===== src/hdl/sght_pkg.sv =====
`default_nettype none

package sght_pkg;

  localparam int TEMP_W  = 12;
  localparam int MV_W    = 16;
  localparam int MA_W    = 19;
  localparam int WATT_W  = 12;
  localparam int TIME_W  = 32;
  localparam int TOUT_W  = 16;
  localparam int CFG_IDX_W = 3;
  localparam int CFG_W   = 19;

  // Heater current in mA is power in mW times this over the battery voltage in mV.
  localparam int MA_PER_MW_MV = 1000;

  localparam logic [CFG_IDX_W-1:0] CFG_TEMP_ON    = 3'd0;
  localparam logic [CFG_IDX_W-1:0] CFG_TEMP_OFF   = 3'd1;
  localparam logic [CFG_IDX_W-1:0] CFG_CUTOFF_MV  = 3'd2;
  localparam logic [CFG_IDX_W-1:0] CFG_MARGIN_ON  = 3'd3;
  localparam logic [CFG_IDX_W-1:0] CFG_MARGIN_OFF = 3'd4;
  localparam logic [CFG_IDX_W-1:0] CFG_PANEL_ON   = 3'd5;
  localparam logic [CFG_IDX_W-1:0] CFG_PANEL_KEEP = 3'd6;
  localparam logic [CFG_IDX_W-1:0] CFG_TIMEOUT    = 3'd7;

  typedef enum logic [2:0] {
    ACT_NONE     = 3'd0,
    ACT_ON_TEMP  = 3'd1,
    ACT_OFF_TEMP = 3'd2,
    ACT_OFF_PWR  = 3'd3,
    ACT_OFF_FAIL = 3'd4
  } action_t;

  typedef enum logic [1:0] {
    S_IDLE,
    S_DIV,
    S_DONE
  } state_t;

  typedef struct packed {
    logic load;
    logic step;
    logic commit;
  } cmd_t;

  typedef struct packed {
    logic div_done;
  } status_t;

endpackage

`default_nettype wire


===== src/hdl/sght_div.sv =====
`default_nettype none

module sght_div #(
  parameter int DIV_W = 25,
  parameter logic [DIV_W-1:0] DIVIDEND = '0
) (
  input  wire logic                      clk,
  input  wire logic                      rst_n,
  input  wire logic                      start,
  input  wire logic                      step,
  input  wire logic [sght_pkg::MV_W-1:0] divisor,
  output logic                           last,
  output logic [DIV_W-1:0]               quotient
);

  localparam int CNT_W = $clog2(DIV_W);

  logic [sght_pkg::MV_W-1:0] rem_r, rem_nxt;
  logic [DIV_W-1:0]          dq_r, dq_nxt;
  logic [CNT_W-1:0]          cnt_r, cnt_nxt;
  logic [sght_pkg::MV_W:0]   rem_sh;
  logic [sght_pkg::MV_W:0]   rem_sub;
  logic                      ge;

  // Restoring division, one quotient bit per step, dividend shifted out MSB first.
  always_comb begin
    rem_sh  = {rem_r, dq_r[DIV_W-1]};
    ge      = rem_sh >= {1'b0, divisor};
    rem_sub = rem_sh - {1'b0, divisor};
    rem_nxt = rem_r;
    dq_nxt  = dq_r;
    cnt_nxt = cnt_r;
    if (start) begin
      rem_nxt = '0;
      dq_nxt  = DIVIDEND;
      cnt_nxt = CNT_W'(DIV_W - 1);
    end else if (step) begin
      rem_nxt = ge ? rem_sub[sght_pkg::MV_W-1:0] : rem_sh[sght_pkg::MV_W-1:0];
      dq_nxt  = {dq_r[DIV_W-2:0], ge};
      cnt_nxt = cnt_r - CNT_W'(1);
    end
  end

  always_ff @(posedge clk) begin
    if (!rst_n) begin
      cnt_r <= '0;
    end else begin
      cnt_r <= cnt_nxt;
    end
    rem_r <= rem_nxt;
    dq_r  <= dq_nxt;
  end

  assign last     = cnt_r == '0;
  assign quotient = dq_r;

endmodule

`default_nettype wire


===== src/hdl/sght_dp.sv =====
`default_nettype none

module sght_dp #(
  parameter int HEATER_POWER_MW      = 16800,
  parameter int MIN_VALID_BATTERY_MV = 1000
) (
  input  wire logic                                clk,
  input  wire logic                                rst_n,
  input  wire sght_pkg::cmd_t                      cmd,
  output sght_pkg::status_t                        status,
  input  wire logic                                cfg_we,
  input  wire logic [sght_pkg::CFG_IDX_W-1:0]      cfg_index,
  input  wire logic [sght_pkg::CFG_W-1:0]          cfg_wdata,
  input  wire logic [sght_pkg::TIME_W-1:0]         now_ms,
  input  wire logic                                sensor_present,
  input  wire logic signed [sght_pkg::TEMP_W-1:0]  water_temp,
  input  wire logic [sght_pkg::MV_W-1:0]           battery_mv,
  input  wire logic [sght_pkg::MV_W-1:0]           panel_mv,
  input  wire logic signed [sght_pkg::MA_W-1:0]    battery_ma,
  input  wire logic [sght_pkg::WATT_W-1:0]         panel_watts,
  output logic                                     relay_on,
  output logic                                     power_ok,
  output sght_pkg::action_t                        action
);

  localparam int DIVIDEND_I = HEATER_POWER_MW * sght_pkg::MA_PER_MW_MV;
  localparam int DIV_W      = $clog2(DIVIDEND_I + 1);
  localparam int SUM_W      = (DIV_W > sght_pkg::MA_W ? DIV_W : sght_pkg::MA_W) + 2;
  localparam logic [DIV_W-1:0] DIVIDEND = DIV_W'(DIVIDEND_I);
  localparam logic [sght_pkg::MV_W-1:0] MIN_MV = sght_pkg::MV_W'(MIN_VALID_BATTERY_MV);

  logic signed [sght_pkg::TEMP_W-1:0] temp_on_r, temp_off_r;
  logic [sght_pkg::MV_W-1:0]          cutoff_r;
  logic signed [sght_pkg::MA_W-1:0]   margin_on_r, margin_off_r;
  logic [sght_pkg::WATT_W-1:0]        panel_on_r, panel_keep_r;
  logic [sght_pkg::TOUT_W-1:0]        timeout_r;

  logic [sght_pkg::TIME_W-1:0]        now_r;
  logic                               present_r;
  logic signed [sght_pkg::TEMP_W-1:0] temp_r;
  logic [sght_pkg::MV_W-1:0]          bmv_r, pmv_r;
  logic signed [sght_pkg::MA_W-1:0]   bma_r;
  logic [sght_pkg::WATT_W-1:0]        pw_r;

  logic                        relay_r, relay_nxt;
  logic                        lost_r, lost_nxt;
  logic [sght_pkg::TIME_W-1:0] since_r, since_nxt;
  logic                        out_power_r;
  sght_pkg::action_t           out_action_r, action_nxt;

  logic [DIV_W-1:0]            quotient;
  logic                        by_cutoff, panel_ok, trend_ok, pwr_ok;
  logic signed [SUM_W-1:0]     est, surplus;
  logic [sght_pkg::TIME_W-1:0] elapsed;
  logic                        expired;

  sght_div #(
    .DIV_W    (DIV_W),
    .DIVIDEND (DIVIDEND)
  ) u_div (
    .clk      (clk),
    .rst_n    (rst_n),
    .start    (cmd.load),
    .step     (cmd.step),
    .divisor  (bmv_r),
    .last     (status.div_done),
    .quotient (quotient)
  );

  always_ff @(posedge clk) begin
    if (!rst_n) begin
      temp_on_r    <= 12'sd320;
      temp_off_r   <= 12'sd384;
      cutoff_r     <= 16'd11800;
      margin_on_r  <= 19'sd200;
      margin_off_r <= 19'sd50;
      panel_on_r   <= 12'd23;
      panel_keep_r <= 12'd20;
      timeout_r    <= 16'd30000;
    end else if (cfg_we) begin
      case (cfg_index)
        sght_pkg::CFG_TEMP_ON:    temp_on_r    <= cfg_wdata[sght_pkg::TEMP_W-1:0];
        sght_pkg::CFG_TEMP_OFF:   temp_off_r   <= cfg_wdata[sght_pkg::TEMP_W-1:0];
        sght_pkg::CFG_CUTOFF_MV:  cutoff_r     <= cfg_wdata[sght_pkg::MV_W-1:0];
        sght_pkg::CFG_MARGIN_ON:  margin_on_r  <= cfg_wdata[sght_pkg::MA_W-1:0];
        sght_pkg::CFG_MARGIN_OFF: margin_off_r <= cfg_wdata[sght_pkg::MA_W-1:0];
        sght_pkg::CFG_PANEL_ON:   panel_on_r   <= cfg_wdata[sght_pkg::WATT_W-1:0];
        sght_pkg::CFG_PANEL_KEEP: panel_keep_r <= cfg_wdata[sght_pkg::WATT_W-1:0];
        sght_pkg::CFG_TIMEOUT:    timeout_r    <= cfg_wdata[sght_pkg::TOUT_W-1:0];
        default: ;
      endcase
    end
  end

  always_ff @(posedge clk) begin
    if (cmd.load) begin
      now_r     <= now_ms;
      present_r <= sensor_present;
      temp_r    <= water_temp;
      bmv_r     <= battery_mv;
      pmv_r     <= panel_mv;
      bma_r     <= battery_ma;
      pw_r      <= panel_watts;
    end
  end

  always_comb begin
    by_cutoff = (bmv_r > cutoff_r) || (pmv_r > cutoff_r);
    panel_ok  = relay_r ? (pw_r >= panel_keep_r) : (pw_r >= panel_on_r);
    est       = (bmv_r >= MIN_MV) ? $signed({{(SUM_W-DIV_W){1'b0}}, quotient}) : '0;
    surplus   = SUM_W'(bma_r) - est;
    trend_ok  = relay_r ? (bma_r >= margin_off_r) : (surplus >= SUM_W'(margin_on_r));
    pwr_ok    = by_cutoff || (panel_ok && trend_ok);
    elapsed   = lost_r ? (now_r - since_r) : '0;
    expired   = elapsed >= {{(sght_pkg::TIME_W-sght_pkg::TOUT_W){1'b0}}, timeout_r};

    relay_nxt  = relay_r;
    lost_nxt   = lost_r;
    since_nxt  = since_r;
    action_nxt = sght_pkg::ACT_NONE;
    if (!present_r) begin
      lost_nxt = 1'b1;
      if (!lost_r) begin
        since_nxt = now_r;
      end
      if (expired) begin
        relay_nxt = 1'b0;
        if (relay_r) begin
          action_nxt = sght_pkg::ACT_OFF_FAIL;
        end
      end
    end else begin
      lost_nxt = 1'b0;
      if (!pwr_ok) begin
        relay_nxt = 1'b0;
        if (relay_r) begin
          action_nxt = sght_pkg::ACT_OFF_PWR;
        end
      end else if (!relay_r && (temp_r <= temp_on_r)) begin
        relay_nxt  = 1'b1;
        action_nxt = sght_pkg::ACT_ON_TEMP;
      end else if (relay_r && (temp_r >= temp_off_r)) begin
        relay_nxt  = 1'b0;
        action_nxt = sght_pkg::ACT_OFF_TEMP;
      end
    end
  end

  always_ff @(posedge clk) begin
    if (!rst_n) begin
      relay_r <= 1'b0;
      lost_r  <= 1'b0;
      since_r <= '0;
    end else if (cmd.commit) begin
      relay_r <= relay_nxt;
      lost_r  <= lost_nxt;
      since_r <= since_nxt;
    end
    if (cmd.commit) begin
      out_power_r  <= pwr_ok;
      out_action_r <= action_nxt;
    end
  end

  assign relay_on = relay_r;
  assign power_ok = out_power_r;
  assign action   = out_action_r;

`ifndef ASSERT_OFF
  a_action_marks_change: assert property (@(posedge clk) disable iff (!rst_n)
    cmd.commit |=> ((out_action_r != sght_pkg::ACT_NONE) == (relay_r != $past(relay_r))))
    else $error("action code disagrees with relay change");
  a_turn_on_by_temp: assert property (@(posedge clk) disable iff (!rst_n)
    $rose(relay_r) |-> (out_action_r == sght_pkg::ACT_ON_TEMP))
    else $error("relay turned on without on-by-temperature action");
`endif

endmodule

`default_nettype wire


===== src/hdl/sght_ctrl.sv =====
`default_nettype none

module sght_ctrl (
  input  wire logic               clk,
  input  wire logic               rst_n,
  input  wire logic               in_tvalid,
  output logic                    in_tready,
  output logic                    out_tvalid,
  input  wire logic               out_tready,
  output sght_pkg::cmd_t          cmd,
  input  wire sght_pkg::status_t  status
);

  sght_pkg::state_t state_r, state_nxt;
  logic             out_valid_r, out_valid_nxt;
  logic             out_free;

  assign out_free = !out_valid_r || out_tready;

  always_comb begin
    state_nxt = state_r;
    case (state_r)
      sght_pkg::S_IDLE: begin
        if (in_tvalid) begin
          state_nxt = sght_pkg::S_DIV;
        end
      end
      sght_pkg::S_DIV: begin
        if (status.div_done) begin
          state_nxt = sght_pkg::S_DONE;
        end
      end
      sght_pkg::S_DONE: begin
        if (out_free) begin
          state_nxt = sght_pkg::S_IDLE;
        end
      end
      default: state_nxt = sght_pkg::S_IDLE;
    endcase
  end

  always_comb begin
    in_tready  = 1'b0;
    cmd        = '0;
    case (state_r)
      sght_pkg::S_IDLE: begin
        in_tready = 1'b1;
        cmd.load  = in_tvalid;
      end
      sght_pkg::S_DIV: begin
        cmd.step = 1'b1;
      end
      sght_pkg::S_DONE: begin
        cmd.commit = out_free;
      end
      default: ;
    endcase
    out_valid_nxt = cmd.commit ? 1'b1 : (out_valid_r && !out_tready);
  end

  always_ff @(posedge clk) begin
    if (!rst_n) begin
      state_r     <= sght_pkg::S_IDLE;
      out_valid_r <= 1'b0;
    end else begin
      state_r     <= state_nxt;
      out_valid_r <= out_valid_nxt;
    end
  end

  assign out_tvalid = out_valid_r;

`ifndef ASSERT_OFF
  a_accept_starts_div: assert property (@(posedge clk) disable iff (!rst_n)
    (in_tvalid && in_tready) |=> (state_r == sght_pkg::S_DIV))
    else $error("accepted beat did not start the division");
  a_commit_needs_room: assert property (@(posedge clk) disable iff (!rst_n)
    cmd.commit |-> (!out_valid_r || out_tready))
    else $error("result committed over an untaken beat");
  a_div_end_to_done: assert property (@(posedge clk) disable iff (!rst_n)
    (state_r == sght_pkg::S_DIV && status.div_done) |=> (state_r == sght_pkg::S_DONE))
    else $error("division end did not reach the result state");
`endif

endmodule

`default_nettype wire


===== src/hdl/solar_gated_heater_thermostat.sv =====
`default_nettype none

// Channel   Dir  Ports                          Content
// in_       in   in_tvalid/in_tready/in_tdata   one evaluation request per beat
// out_      out  out_tvalid/out_tready/out_tdata one relay decision per request
// cfg_      in   cfg_we/cfg_index/cfg_wdata     threshold register writes
//
// An item is accepted, then the serial heater-current divider works out its DIV_W
// quotient bits, DIV_W = clog2(HEATER_POWER_MW * 1000 + 1), then it is committed.
// No beat is accepted during the division. Reset is synchronous and active low.
// A new beat is accepted while the previous result waits; a stalled output holds
// the commit of the next one.

module solar_gated_heater_thermostat #(
  parameter int HEATER_POWER_MW      = 16800,
  parameter int MIN_VALID_BATTERY_MV = 1000
) (
  input  wire logic                              clk,
  input  wire logic                              rst_n,
  input  wire logic                              in_tvalid,
  output logic                                   in_tready,
  // now_ms[31:0], sensor_present[32], water_temp[44:33], battery_mv[60:45],
  // panel_mv[76:61], battery_ma[95:77], panel_watts[107:96], zeros above
  input  wire logic [111:0]                      in_tdata,
  output logic                                   out_tvalid,
  input  wire logic                              out_tready,
  // relay_on[0], power_ok[1], action[4:2], zeros above
  output logic [7:0]                             out_tdata,
  input  wire logic                              cfg_we,
  input  wire logic [sght_pkg::CFG_IDX_W-1:0]    cfg_index,
  input  wire logic [sght_pkg::CFG_W-1:0]        cfg_wdata
);

  sght_pkg::cmd_t    cmd;
  sght_pkg::status_t status;
  logic              relay_on;
  logic              power_ok;
  sght_pkg::action_t action;

  sght_ctrl u_ctrl (
    .clk        (clk),
    .rst_n      (rst_n),
    .in_tvalid  (in_tvalid),
    .in_tready  (in_tready),
    .out_tvalid (out_tvalid),
    .out_tready (out_tready),
    .cmd        (cmd),
    .status     (status)
  );

  sght_dp #(
    .HEATER_POWER_MW      (HEATER_POWER_MW),
    .MIN_VALID_BATTERY_MV (MIN_VALID_BATTERY_MV)
  ) u_dp (
    .clk            (clk),
    .rst_n          (rst_n),
    .cmd            (cmd),
    .status         (status),
    .cfg_we         (cfg_we),
    .cfg_index      (cfg_index),
    .cfg_wdata      (cfg_wdata),
    .now_ms         (in_tdata[31:0]),
    .sensor_present (in_tdata[32]),
    .water_temp     ($signed(in_tdata[44:33])),
    .battery_mv     (in_tdata[60:45]),
    .panel_mv       (in_tdata[76:61]),
    .battery_ma     ($signed(in_tdata[95:77])),
    .panel_watts    (in_tdata[107:96]),
    .relay_on       (relay_on),
    .power_ok       (power_ok),
    .action         (action)
  );

  assign out_tdata = {3'b000, action, power_ok, relay_on};

endmodule

`default_nettype wire


===== config.mk =====
export PLATFORM = sky130hd
export DESIGN_NAME = solar_gated_heater_thermostat
export DESIGN_NICKNAME = d
export VERILOG_FILES = /design/src/hdl/sght_pkg.sv /design/src/hdl/sght_div.sv /design/src/hdl/sght_dp.sv /design/src/hdl/sght_ctrl.sv /design/src/hdl/solar_gated_heater_thermostat.sv
export SDC_FILE = /design/constraint.sdc
export NUM_CORES = 1
export LEC_CHECK = 0
export ABC_AREA = 1
export ABC_CLOCK_PERIOD_IN_PS = 9300
export BUFFER_PORTS_ARGS = -buffer_cell sky130_fd_sc_hd__buf_2
export CAP_MARGIN = 15
export CORE_ASPECT_RATIO = 2
export CORE_MARGIN = 5
export CORE_UTILIZATION = 40
export CTS_CLUSTER_DIAMETER = 40
export CTS_CLUSTER_SIZE = 40
export DETAILED_ROUTE_END_ITERATION = 12
export PLACE_DENSITY_LB_ADDON = 0.3
export SYNTH_ARGS = -nofsm -noshare
export SYNTH_HDL_FRONTEND = slang
export SYNTH_HIERARCHICAL = 1
export SYNTH_SLANG_ARGS = --single-unit

===== constraint.sdc =====
create_clock -name clk -period 9.3 [get_ports clk]
set_input_delay 1.86 -clock clk [delete_from_list [all_inputs] [get_ports clk]]
set_output_delay 1.86 -clock clk [all_outputs]
set_load 0.05 [all_outputs]

==> impl_summary.log, run 1 <==
INFO  metric core_area = slightly below 50000 sq um
INFO  metric layout_min_cycle_time = 5.38 ns
INFO  metric tightest_slew = around 0.9 ns
INFO  metric antenna_found_initial = 0
INFO  metric areaGrowthSynthToFinish = 13.3%
INFO  metric drive_gt1_share = between 10% and 20%
INFO  metric dominantRegCellSynth = dfxtp_1
INFO  metric place.detailed.instances = ~3300
INFO  metric routed_wirelength = around 48 mm
INFO  metric synth_enable_flop_cells = between 100 and 150
INFO  metric post_cts_buffers = 0
INFO  metric cts_buffers = 36
INFO  metric tns = 0 ns
INFO  metric clock.fmax = between 150 and 200 MHz
INFO  metric dieWidth = 165 um
INFO  metric run_status = finished clean
INFO  metric cts.root.buffer_cell = clkbuf_16
INFO  metric cpMaxStageDelayCell = fa_1
INFO  metric power.switching_fraction = between 30% and 40%
INFO  metric dr.pass1.iters = 5
INFO  metric hold_viol = 0
INFO  metric grt_pass1_wl = slightly below 80 mm
INFO  metric grt_ovf = 0
INFO  metric initial_core_util = about two fifths
INFO  metric required_arrival_time_at_the_worst_endpoint = just under 10 ns
INFO  metric routedWlPerCell = about 14 um
INFO  metric die_height = 321 um
INFO  metric max_slew_violation_count = 0
INFO  metric clkSlewWorstSetupHoldPaths = approximately 0.070 ns
INFO  metric power.density_cell_area = roughly 190 nW/um^2
INFO  metric rsz_0062_raised_after_global_routing = no
INFO  metric placement.setup.worst_slack = 3.89 ns
INFO  metric grtUsageTotal = roughly 18%
INFO  metric synthesis.area_per_instance = ~7.6 sq um
INFO  metric synth_warnings = 6
INFO  metric ioPinCount = roughly 150
INFO  metric clk_latency = about 0.54 ns
INFO  metric grt_start_max_net_pins = 85
INFO  metric drt_first_iter_violations = roughly 1000
INFO  metric postSynth.asyncResetShare = 0%
INFO  metric path_common_cell = nand2_1
INFO  metric hpwlAfterDp = ~36 mm
INFO  metric worst_hold_path_type = flip-flop to flip-flop
INFO  metric synth-seq-cells = ~310
INFO  metric worst_ep_arrival_time = between 5 and 6 ns
INFO  metric synth_most_common_cell = nand2_1
INFO  metric slew-limit-headroom = 39.1%
INFO  metric synthDistinctLibCells = 50
INFO  metric synth_area = ~19000 sq um
INFO  metric synthTopCellsByArea = dfxtp_1 (21%), edfxtp_1 (17%), ha_1 (14%), nand2_1 (11%), inv_1 (8.2%)
INFO  metric post-synth-top-area-cell = dfxtp_1
INFO  metric first_global_vias = roughly 15000
INFO  metric design.die.area = approximately 53000 sq um
INFO  metric cts-resized-gates = 0
INFO  metric cts_tree = built
INFO  metric numClockSinks = around 310
INFO  metric p_leak = around 10 nW
INFO  metric p_int = roughly 2.8 mW
INFO  metric post_cts_hold_buffer_count = 0
INFO  metric setup_viol_count_final = 0
INFO  metric detailed_route_via_count = roughly 16000
INFO  metric finalCritPeriodShare = between 50 and 60%
INFO  metric vdd.ir_drop.worst = between 150 and 200 uV
INFO  metric drt-vias-per-instance = 4.90
INFO  metric design.final.nets = a little over 3000
INFO  metric gpl.final_weighted_congestion = 0.899
INFO  metric numPortBuffers = around 140
INFO  metric power.share.clock = 35.5%
INFO  metric detail_route.drc_violations = 0
INFO  metric diodes = 0
INFO  metric cpPeakStageDelay = 0.48 ns
INFO  metric layout.cells.non_filler = about 3300
INFO  metric seq_power_share = a little under two fifths
INFO  metric finalClockSkew = around 0.027 ns
INFO  metric power = approximately 4.2 mW
INFO  metric criticalPathCategory = flip-flop to flip-flop
INFO  metric netSwitchingPower = about 1.4 mW
INFO  metric synth.top_cells.by_count = nand2_1 (540), inv_1 (419), a21oi_1 (260), ha_1 (218), o21ai_0 (206)
INFO  metric synth-seq-area-share = 38.3%
INFO  metric clock_tree.htree_level_count = 2
INFO  metric final.setup.worst_slack = 3.92 ns
INFO  metric drv_cap = 0
INFO  metric pwr-share-comb = a little over a quarter
INFO  metric netlist_instances = approximately 2500
INFO  metric final_area = between 20000 and 25000 sq um
INFO  metric final_core_util = between 40% and 50%
INFO  metric worst_setup_path_end_kind = flip-flop
INFO  metric ant_nets = 0
INFO  metric filler_cell_count = 4881
INFO  metric cts_buffer_depth = 3
INFO  metric fin_hold_ws = around 0.45 ns
INFO  metric synth_largest_type_area_fraction = a little over a fifth
INFO  metric detailed_place.area = about 21000 sq um
INFO  metric crit_path_start_kind = flip-flop
INFO  metric floorplan.rows = 114
INFO  metric crit_fanout = 24
==> kinds of logic (layout without fill, tap and decap cells) <==
logic type      after synthesis  count (layout)  share of synthesized area [%]
fa+ha+maj                   221             221                           14.4
other cells                   1               3                         0.0194
flops                       313             313                           38.3
xor+xnor                     32              32                           1.45
buf+inv                     499             649                           9.93
compound gates              533             533                           14.7
simple gates                947             947                           21.1
==> sequential cells by signal (all words and copies together) (netlist names), 16 cells and up <==
name,count
u_dp/bma_r,19
u_dp/cutoff_r,16
u_dp/since_r,32
u_dp/bmv_r,16
u_dp/u_div/quotient,25
u_dp/margin_on_r,19
u_dp/margin_off_r,19
u_dp/timeout_r,16
u_dp/pmv_r,16
u_dp/now_r,32
u_dp/u_div/rem_r,16
==> power groups by stage <==
| stage | registers [mW] | clock network, mW | logic [mW] |
|---|---|---|---|
| finish | 1.60 | 1.49 | 1.11 |
| global route | 1.61 | 1.59 | 1.29 |
| CTS | 1.60 | 1.55 | 1.12 |
| detailed placement | 1.63 | 0 | 1.11 |
| global placement | 1.63 | 0 | 1.09 |
| floorplan | 1.61 | 0 | 0.852 |
==> final timing paths <==
path,start,to,slack (ns),cells after the start
hold / removal,u_dp/since_r[24],u_dp/since_r[24],0.45,2
hold reg to reg,u_dp/since_r[24],u_dp/since_r[24],0.45,2
setup / recovery,u_dp/bmv_r[9],u_dp/relay_on,3.92,34
setup reg to reg,u_dp/bmv_r[9],u_dp/relay_on,3.92,34
==> per-layer routing <==
metal	track usage (%)	up-vias	wire (um)
li1	-	8595	-
met1	24.7	7288	22400
met2	29.0	384	21500
met5	0	-	0
met4	5.54	0	1430
met3	2.60	71	2610
==> final cells by class <==
type / count / area [sq um] / area share (%)
multi-input cells: 1736 / 10000 / 45.8
flip-flops and latches: 313 / 7390 / 33.8
inverters: 436 / 1640 / 7.50
clock buffers: 43 / 991 / 4.53
well taps: 638 / 798 / 3.65
repair buffers: 147 / 766 / 3.50
clock inverters: 23 / 272 / 1.24
==> worst max-delay path: cells and delay by family, from the launching register on <==
kind,cells,cell delay (ns)
fa+ha+maj,2,0.78
xor+xnor,1,0.09
simple gates,20,2.39
compound gates,5,0.81
flops,1,0.40
buf+inv,6,0.82
==> layout by cell type (no fill, tap or decap), types with 8 or more instances in the layout <==
master	instances
nand2_1	540
inv_1	418
a21oi_1	260
ha_1	218
o21ai_0	206
dfxtp_1	201
nor2_1	174
buf_2	140
edfxtp_1	112
nand3_1	105
clkbuf_16	39
nand4_1	33
o211ai_1	23
xor2_1	19
nor3_1	16
nand2_2	16
inv_2	14
nor2_2	14
xnor2_1	13
nand3b_1	9
inv_6	8
nand3_2	8
No activity file was read; power rests on OpenSTA's default activity.
==> run 2: changes to the inputs <==
Settings changed: ABC_CLOCK_PERIOD_IN_PS 9300 to 4560.
Clock period 9.3 ns to 4.56 ns, I/O delays scaled along.
==> impl_summary.log, run 2 (same netlist as run 1, synthesis figures left out) <==
INFO  metric run_status = finished with violations
INFO  metric failing_checks = negative setup slack
INFO  metric areaGrowthSynthToFinish = 17.8%
INFO  metric diodes = 0 (unchanged)
INFO  metric finalClockSkew = 0.0304 ns (+0.00353 ns)
INFO  metric grt_busiest_layer = met2
INFO  metric first_global_vias = 15900 (+3.4%)
INFO  metric design.die.area = 53000 sq um (unchanged)
INFO  metric worst_setup_path_end_kind = flip-flop
INFO  metric hpwlAfterDp = 37.5 mm (+3.5%)
INFO  metric numPortBuffers = 141 (unchanged)
INFO  metric initial_core_util = 40.1% (unchanged)
INFO  metric filler_cell_count = 4818 (-1.3%)
INFO  metric grtUsageTotal = 18.4% (+0.52 points)
INFO  metric final_cell_mix = nand2_1 (531), inv_1 (413), a21oi_1 (249), ha_1 (215), o21ai_0 (203)
INFO  metric clock.fmax = 214 MHz (+15%)
INFO  metric dieWidth = 165 um (unchanged)
INFO  metric clkSlewWorstSetupHoldPaths = 0.07 ns (about the same)
INFO  metric crit_start = u_dp/bmv_r[8]
INFO  metric die_height = 321 um (unchanged)
INFO  metric antenna_found_initial = 2 (+2)
INFO  metric cts_tree = built
INFO  metric crit_path_start_kind = flip-flop
INFO  metric ioPinCount = 149 (unchanged)
INFO  metric crit_fanout = 3 (-88%)
INFO  metric ant_nets = 0 (unchanged)
INFO  metric grt_start_max_net_pins = 84 (-1.2%)
INFO  metric grt_pass1_wl = 79.0 mm (+2.5%)
INFO  metric drt_first_iter_violations = 991 (-0.80%)
INFO  metric vdd.ir_drop.worst = 318 uV (+84%)
INFO  metric layout_min_cycle_time = 4.68 ns (-0.696 ns)
INFO  metric fin_hold_ws = 0.454 ns (-0.000635 ns)
INFO  metric core_area = 48100 sq um (unchanged)
INFO  metric path_common_cell = buf_4
INFO  metric numClockSinks = 313 (unchanged)
INFO  metric cts_buffer_depth = 3 (unchanged)
INFO  metric cts_buffers = 35 (-2.8%)
INFO  metric detailed_route_via_count = 16700 (+2.5%)
INFO  metric drv_cap = 0 (unchanged)
INFO  metric cpMaxStageDelayCell = edfxtp_1
INFO  metric slew-limit-headroom = 35.9% (-3.2 points)
INFO  metric clk_latency = 0.55 ns (about the same)
INFO  metric final.setup.worst_slack = -0.124 ns (-4.04 ns)
INFO  metric min_path_cells = 2 (unchanged)
INFO  metric hold_viol = 0 (unchanged)
INFO  metric criticalPathCategory = flip-flop to flip-flop
INFO  metric post_cts_hold_buffer_count = 0 (unchanged)
INFO  metric rsz_0062_raised_after_global_routing = yes
INFO  metric max_slew_violation_count = 0 (unchanged)
INFO  metric clock_tree.htree_level_count = 2 (unchanged)
INFO  metric worst_ep_arrival_time = 5.16 ns (-0.68 ns)
INFO  metric hold_start = u_dp/since_r[0]
INFO  metric setup.reg_to_reg.worst_slack = -0.12 ns (-4.04 ns)
INFO  metric setup_viol_count_final = 3 (+3)
INFO  metric gpl.final_weighted_congestion = 0.896 (-0.31%)
INFO  metric timing.rr.start = u_dp/bmv_r[8]
INFO  metric layout_commonest_cell = nand2_1
INFO  metric floorplan.rows = 114 (unchanged)
INFO  metric cpPeakStageDelay = 0.37 ns (-0.11 ns)
INFO  metric grt_use_met2 = 30.3% (+1.3 points)
INFO  metric tns = -0.322 ns (-0.322 ns)
INFO  metric power.density_cell_area = 387 nW/um^2 (+100%)
INFO  metric p_leak = 10.7 nW (+4.5%)
INFO  metric routed_wirelength = 49.3 mm (+2.7%)
INFO  metric required_arrival_time_at_the_worst_endpoint = 5.03 ns (-4.73 ns)
INFO  metric grt_ovf = 0 (unchanged)
INFO  metric drt-vias-per-instance = 4.89 (-0.10%)
INFO  metric rr_worst_depth = 35 (+2.9%)
INFO  metric routedWlPerCell = 14.4 um (+0.13%)
INFO  metric power = 8.79 mW (+110%)
INFO  metric gr-usage-met3 = 2.52% (-0.077 points)
INFO  metric cts.root.buffer_cell = clkbuf_16
INFO  metric detail_route.drc_violations = 0 (unchanged)
INFO  metric dr.pass1.iters = 5 (unchanged)
INFO  metric worst_hold_path_type = flip-flop to flip-flop
INFO  metric global_route_track_usage_on_met1 = 24.8% (+0.087 points)
INFO  metric finalCritPeriodShare = 103% (+45 points)
INFO  metric design.final.nets = 3118 (+2.9%)
INFO  metric placement.setup.worst_slack = -0.285 ns (-4.18 ns)
INFO  metric drive_gt1_share = 15.1% (+4.6 points)
INFO  metric tightest_slew = 0.958 ns (+0.0477 ns)
[run 2: changes by cell type in the layout (fill, tap and decap cells not counted), moves of 7 or more]
cell and change:
nand2_1 -9, buf_4 +86, clkbuf_8 +7, a21oi_2 +10, a21oi_1 -11
[run 2: timing repair]
action	4_1_cts	5_1_grt
buffers inserted	10	6
gates cloned	0	0
pin swaps	28	45
endpoints found under the setup margin	4	4
gates resized for setup	28	36
[run 2: per-layer routing]
metal  wire length (um)  up-vias
li1                   -     8787
met1              22500     7508
met2              22600      352
met3               2420       98
met4               1760        2
met5                 13        -
[run 2: worst paths after layout]
| path | to |
|---|---|
| max | u_dp/relay_on |
| min reg2reg | u_dp/since_r[0] |
| max reg2reg | u_dp/relay_on |
| min | u_dp/since_r[0] |
[run 2: worst max-delay path, delay by kind of cell, from the launching register on]
family                   cells  cell delay, ns
buffers and inverters        6            0.67
XOR/XNOR                     1            0.14
AND/OR/NAND/NOR             18            1.75
AO/OA/AOI/OAI                7            0.85
adder cells (fa/ha/maj)      3            0.85
flip-flops                   1            0.37
[run 2: through the flow]
step	std cells	area, sq um	util (%)
CTS	3418	22500	46.9
finish	3423	22700	47.3
global route	3423	22700	47.3
detailed placement	3344	21200	44.0
floorplan	2548	19300	-
global placement	3344	21200	44.0
[run 2: where the power goes]
group	leakage [nW]	switching (mW)	internal (mW)
registers	2.71	0.138	3.12
logic	7.37	1.56	1.10
clock network	0.589	1.26	1.61
total	10.7	2.95	5.84
[run 2: area by class of cell]
| cell class | count | area [sq um] | area share, % |
|---|---|---|---|
| multi-input cells | 1736 | 10300 | 45.1 |
| flip-flops and latches | 313 | 7390 | 32.5 |
| inverters | 436 | 1640 | 7.23 |
| repair buffers | 236 | 1450 | 6.40 |
| clock buffers | 45 | 1000 | 4.42 |
| well taps | 638 | 798 | 3.51 |
| clock inverters | 19 | 186 | 0.820 |
==> run 3: changes to the inputs <==
Settings changed: HOLD_SLACK_MARGIN set to 0.05, PLACE_DENSITY_LB_ADDON 0.3 to 0.25, SETUP_SLACK_MARGIN set to 0.2.
==> impl_summary.log, run 3 (same netlist as run 1, synthesis figures left out) <==
INFO  metric routedWlPerCell = 14.5 um (+0.62%)
INFO  metric final_core_util = 47.4% (+0.10 points)
INFO  metric antenna_found_initial = 3 (+1)
INFO  metric worst_setup_path_end_kind = flip-flop
INFO  metric cpMaxStageDelayCell = edfxtp_1
INFO  metric vdd.ir_drop.worst = 337 uV (+6.0%)
INFO  metric hold_viol = 0 (unchanged)
INFO  metric ioPinCount = 149 (unchanged)
INFO  metric cpLargestDelayFamily = simple AND/OR/NAND/NOR gates
INFO  metric design.final.nets = 3115 (-0.096%)
INFO  metric cts_buffers = 36 (+2.9%)
INFO  metric slew-limit-headroom = 40.1% (+4.2 points)
INFO  metric drive_gt1_share = 15.1% (-0.056 points)
INFO  metric grt_pass1_wl = 79.6 mm (+0.80%)
INFO  metric dieWidth = 165 um (unchanged)
INFO  metric worst_ep_arrival_time = 4.97 ns (-0.19 ns)
INFO  metric post_cts_hold_buffer_count = 0 (unchanged)
INFO  metric initial_core_util = 40.1% (unchanged)
INFO  metric detailed_route_via_count = 16500 (-1.5%)
INFO  metric floorplan.rows = 114 (unchanged)
INFO  metric hpwlAfterDp = 37.1 mm (-1.0%)
INFO  metric fin_hold_ws = 0.456 ns (+0.00237 ns)
INFO  metric grt_start_max_net_pins = 125 (+49%)
INFO  metric drt_first_iter_violations = 800 (-19%)
INFO  metric worst_path_buf_inv = 6 (unchanged)
INFO  metric routed_wirelength = 49.6 mm (+0.56%)
INFO  metric grt_busiest_layer = met2
INFO  metric place.detailed.instances = 3343 (-0.030%)
INFO  metric drv_cap = 0 (unchanged)
INFO  metric grt_ovf = 0 (unchanged)
INFO  metric grtUsageTotal = 18.6% (+0.15 points)
INFO  metric grt_use_met2 = 31.0% (+0.65 points)
INFO  metric setup.reg_to_reg.worst_slack = 0.07 ns (+0.19 ns)
INFO  metric ant_nets = 0 (unchanged)
INFO  metric core_area = 48100 sq um (unchanged)
INFO  metric areaGrowthSynthToFinish = 18.1%
INFO  metric cpPeakStageDelay = 0.37 ns (about the same)
INFO  metric finalClockSkew = 0.0203 ns (-0.0101 ns)
INFO  metric rsz_0062_raised_after_global_routing = yes
INFO  metric die_height = 321 um (unchanged)
INFO  metric criticalPathCategory = flip-flop to flip-flop
INFO  metric final_cell_mix = nand2_1 (530), inv_1 (414), a21oi_1 (249), ha_1 (213), o21ai_0 (204)
INFO  metric cts.root.buffer_cell = clkbuf_16
INFO  metric numPortBuffers = 141 (unchanged)
INFO  metric run_status = finished clean
INFO  metric detail_route.drc_violations = 0 (unchanged)
INFO  metric layout_min_cycle_time = 4.49 ns (-0.194 ns)
INFO  metric power.density_cell_area = 389 nW/um^2 (+0.62%)
INFO  metric required_arrival_time_at_the_worst_endpoint = 5.04 ns (about the same)
INFO  metric tightest_slew = 0.895 ns (-0.0634 ns)
INFO  metric max_slew_violation_count = 0 (unchanged)
INFO  metric clock.fmax = 223 MHz (+4.3%)
INFO  metric dr.pass1.iters = 5 (unchanged)
INFO  metric setup_viol_count_final = 0 (-3)
INFO  metric worst_hold_path_type = flip-flop to flip-flop
INFO  metric filler_cell_count = 4863 (+0.93%)
INFO  metric crit_fanout = 3 (unchanged)
INFO  metric design.die.area = 53000 sq um (unchanged)
INFO  metric tns = 0 ns (+0.322 ns)
INFO  metric clkSlewWorstSetupHoldPaths = 0.07 ns (about the same)
INFO  metric gr-usage-met3 = 2.47% (-0.051 points)
INFO  metric finalCritPeriodShare = 98.5% (-4.3 points)
INFO  metric gpl.final_weighted_congestion = 0.890 (-0.68%)
INFO  metric cts_buffer_depth = 3 (unchanged)
INFO  metric drt-vias-per-instance = 4.82 (-1.5%)
INFO  metric crit_path_start_kind = flip-flop
INFO  metric global_route_track_usage_on_met1 = 25.3% (+0.50 points)
INFO  metric cts_tree = built
INFO  metric numClockSinks = 313 (unchanged)
INFO  metric p_leak = 10.7 nW (about the same)
INFO  metric layout_commonest_cell = nand2_1
INFO  metric first_global_vias = 15700 (-1.6%)
INFO  metric clock_tree.htree_level_count = 2 (unchanged)
INFO  metric layout.cells.non_filler = 3421 (-0.058%)
INFO  metric clk_latency = 0.55 ns (about the same)
==> run 3: changes by cell type in the layout (fill, tap and decap cells not counted), moves of 3 or more <==
| cell | before | now |
|---|---|---|
| ha_4 | 2 | 5 |
| buf_4 | 92 | 87 |
| nand2_2 | 22 | 25 |
| clkbuf_16 | 36 | 39 |
| clkbuf_8 | 7 | 4 |
==> run 3: report_power, final <==
part / switching, mW / internal, mW
registers: 0.138 / 3.12
clock network: 1.29 / 1.73
logic: 1.53 / 1.06
==> run 3: final timing paths <==
| path | endpoint | start | cells after the start |
|---|---|---|---|
| worst max register to register | u_dp/relay_on | u_dp/bmv_r[9] | 37 |
| worst max-delay path | u_dp/relay_on | u_dp/bmv_r[9] | 37 |
| worst min-delay path | u_dp/since_r[31] | u_dp/since_r[31] | 2 |
| worst min register to register | u_dp/since_r[31] | u_dp/since_r[31] | 2 |
==> run 3: tightest hold or removal path: cells and delay by family (launching register included) <==
kind                   cells  cell delay, ns
AOI/OAI and AO/OA          1            0.05
buffers and inverters      1            0.05
DFF                        1            0.32
==> run 3: final cells by class <==
cell class                      instances  area (sq um)  area share (%)
Antenna cell                            1          2.50          0.0110
Clock buffer                           43          1030            4.53
Clock inverter                         22           226           0.994
Inverter                              436          1640            7.22
Multi-Input combinational cell       1736         10300            45.0
Sequential cell                       313          7390            32.4
Tap cell                              638           798            3.50
Timing Repair Buffer                  232          1430            6.28
==> run 3: routing by layer <==
| metal | part of all wire, % | up-vias |
|---|---|---|
| li1 | - | 8772 |
| met1 | 47 | 7361 |
| met2 | 46 | 284 |
| met3 | 4.2 | 73 |
| met4 | 2.4 | 2 |
| met5 | 0.026 | - |
==> run 3: per-stage QoR <==
step | area (sq um) | worst slack [ns] | total power [mW]
6_report | 22800 | 0.0706 | 8.87
5_1_grt | 22800 | -0.291 | 9.48
4_1_cts | 22600 | -0.0457 | 8.93
3_5_place_dp | 21200 | -0.252 | 5.79
3_3_place_gp | 21200 | -0.181 | 5.74
2_1_floorplan | 19300 | 0.310 | 5.01
==> run 3: what timing repair did <==
action | in CTS | in global routing
pin swaps | 25 | 35
resized for setup | 34 | 29
endpoints found under the hold margin | 0 | 0
setup buffers | 9 | 3
endpoints found under the setup margin | 4 | 4
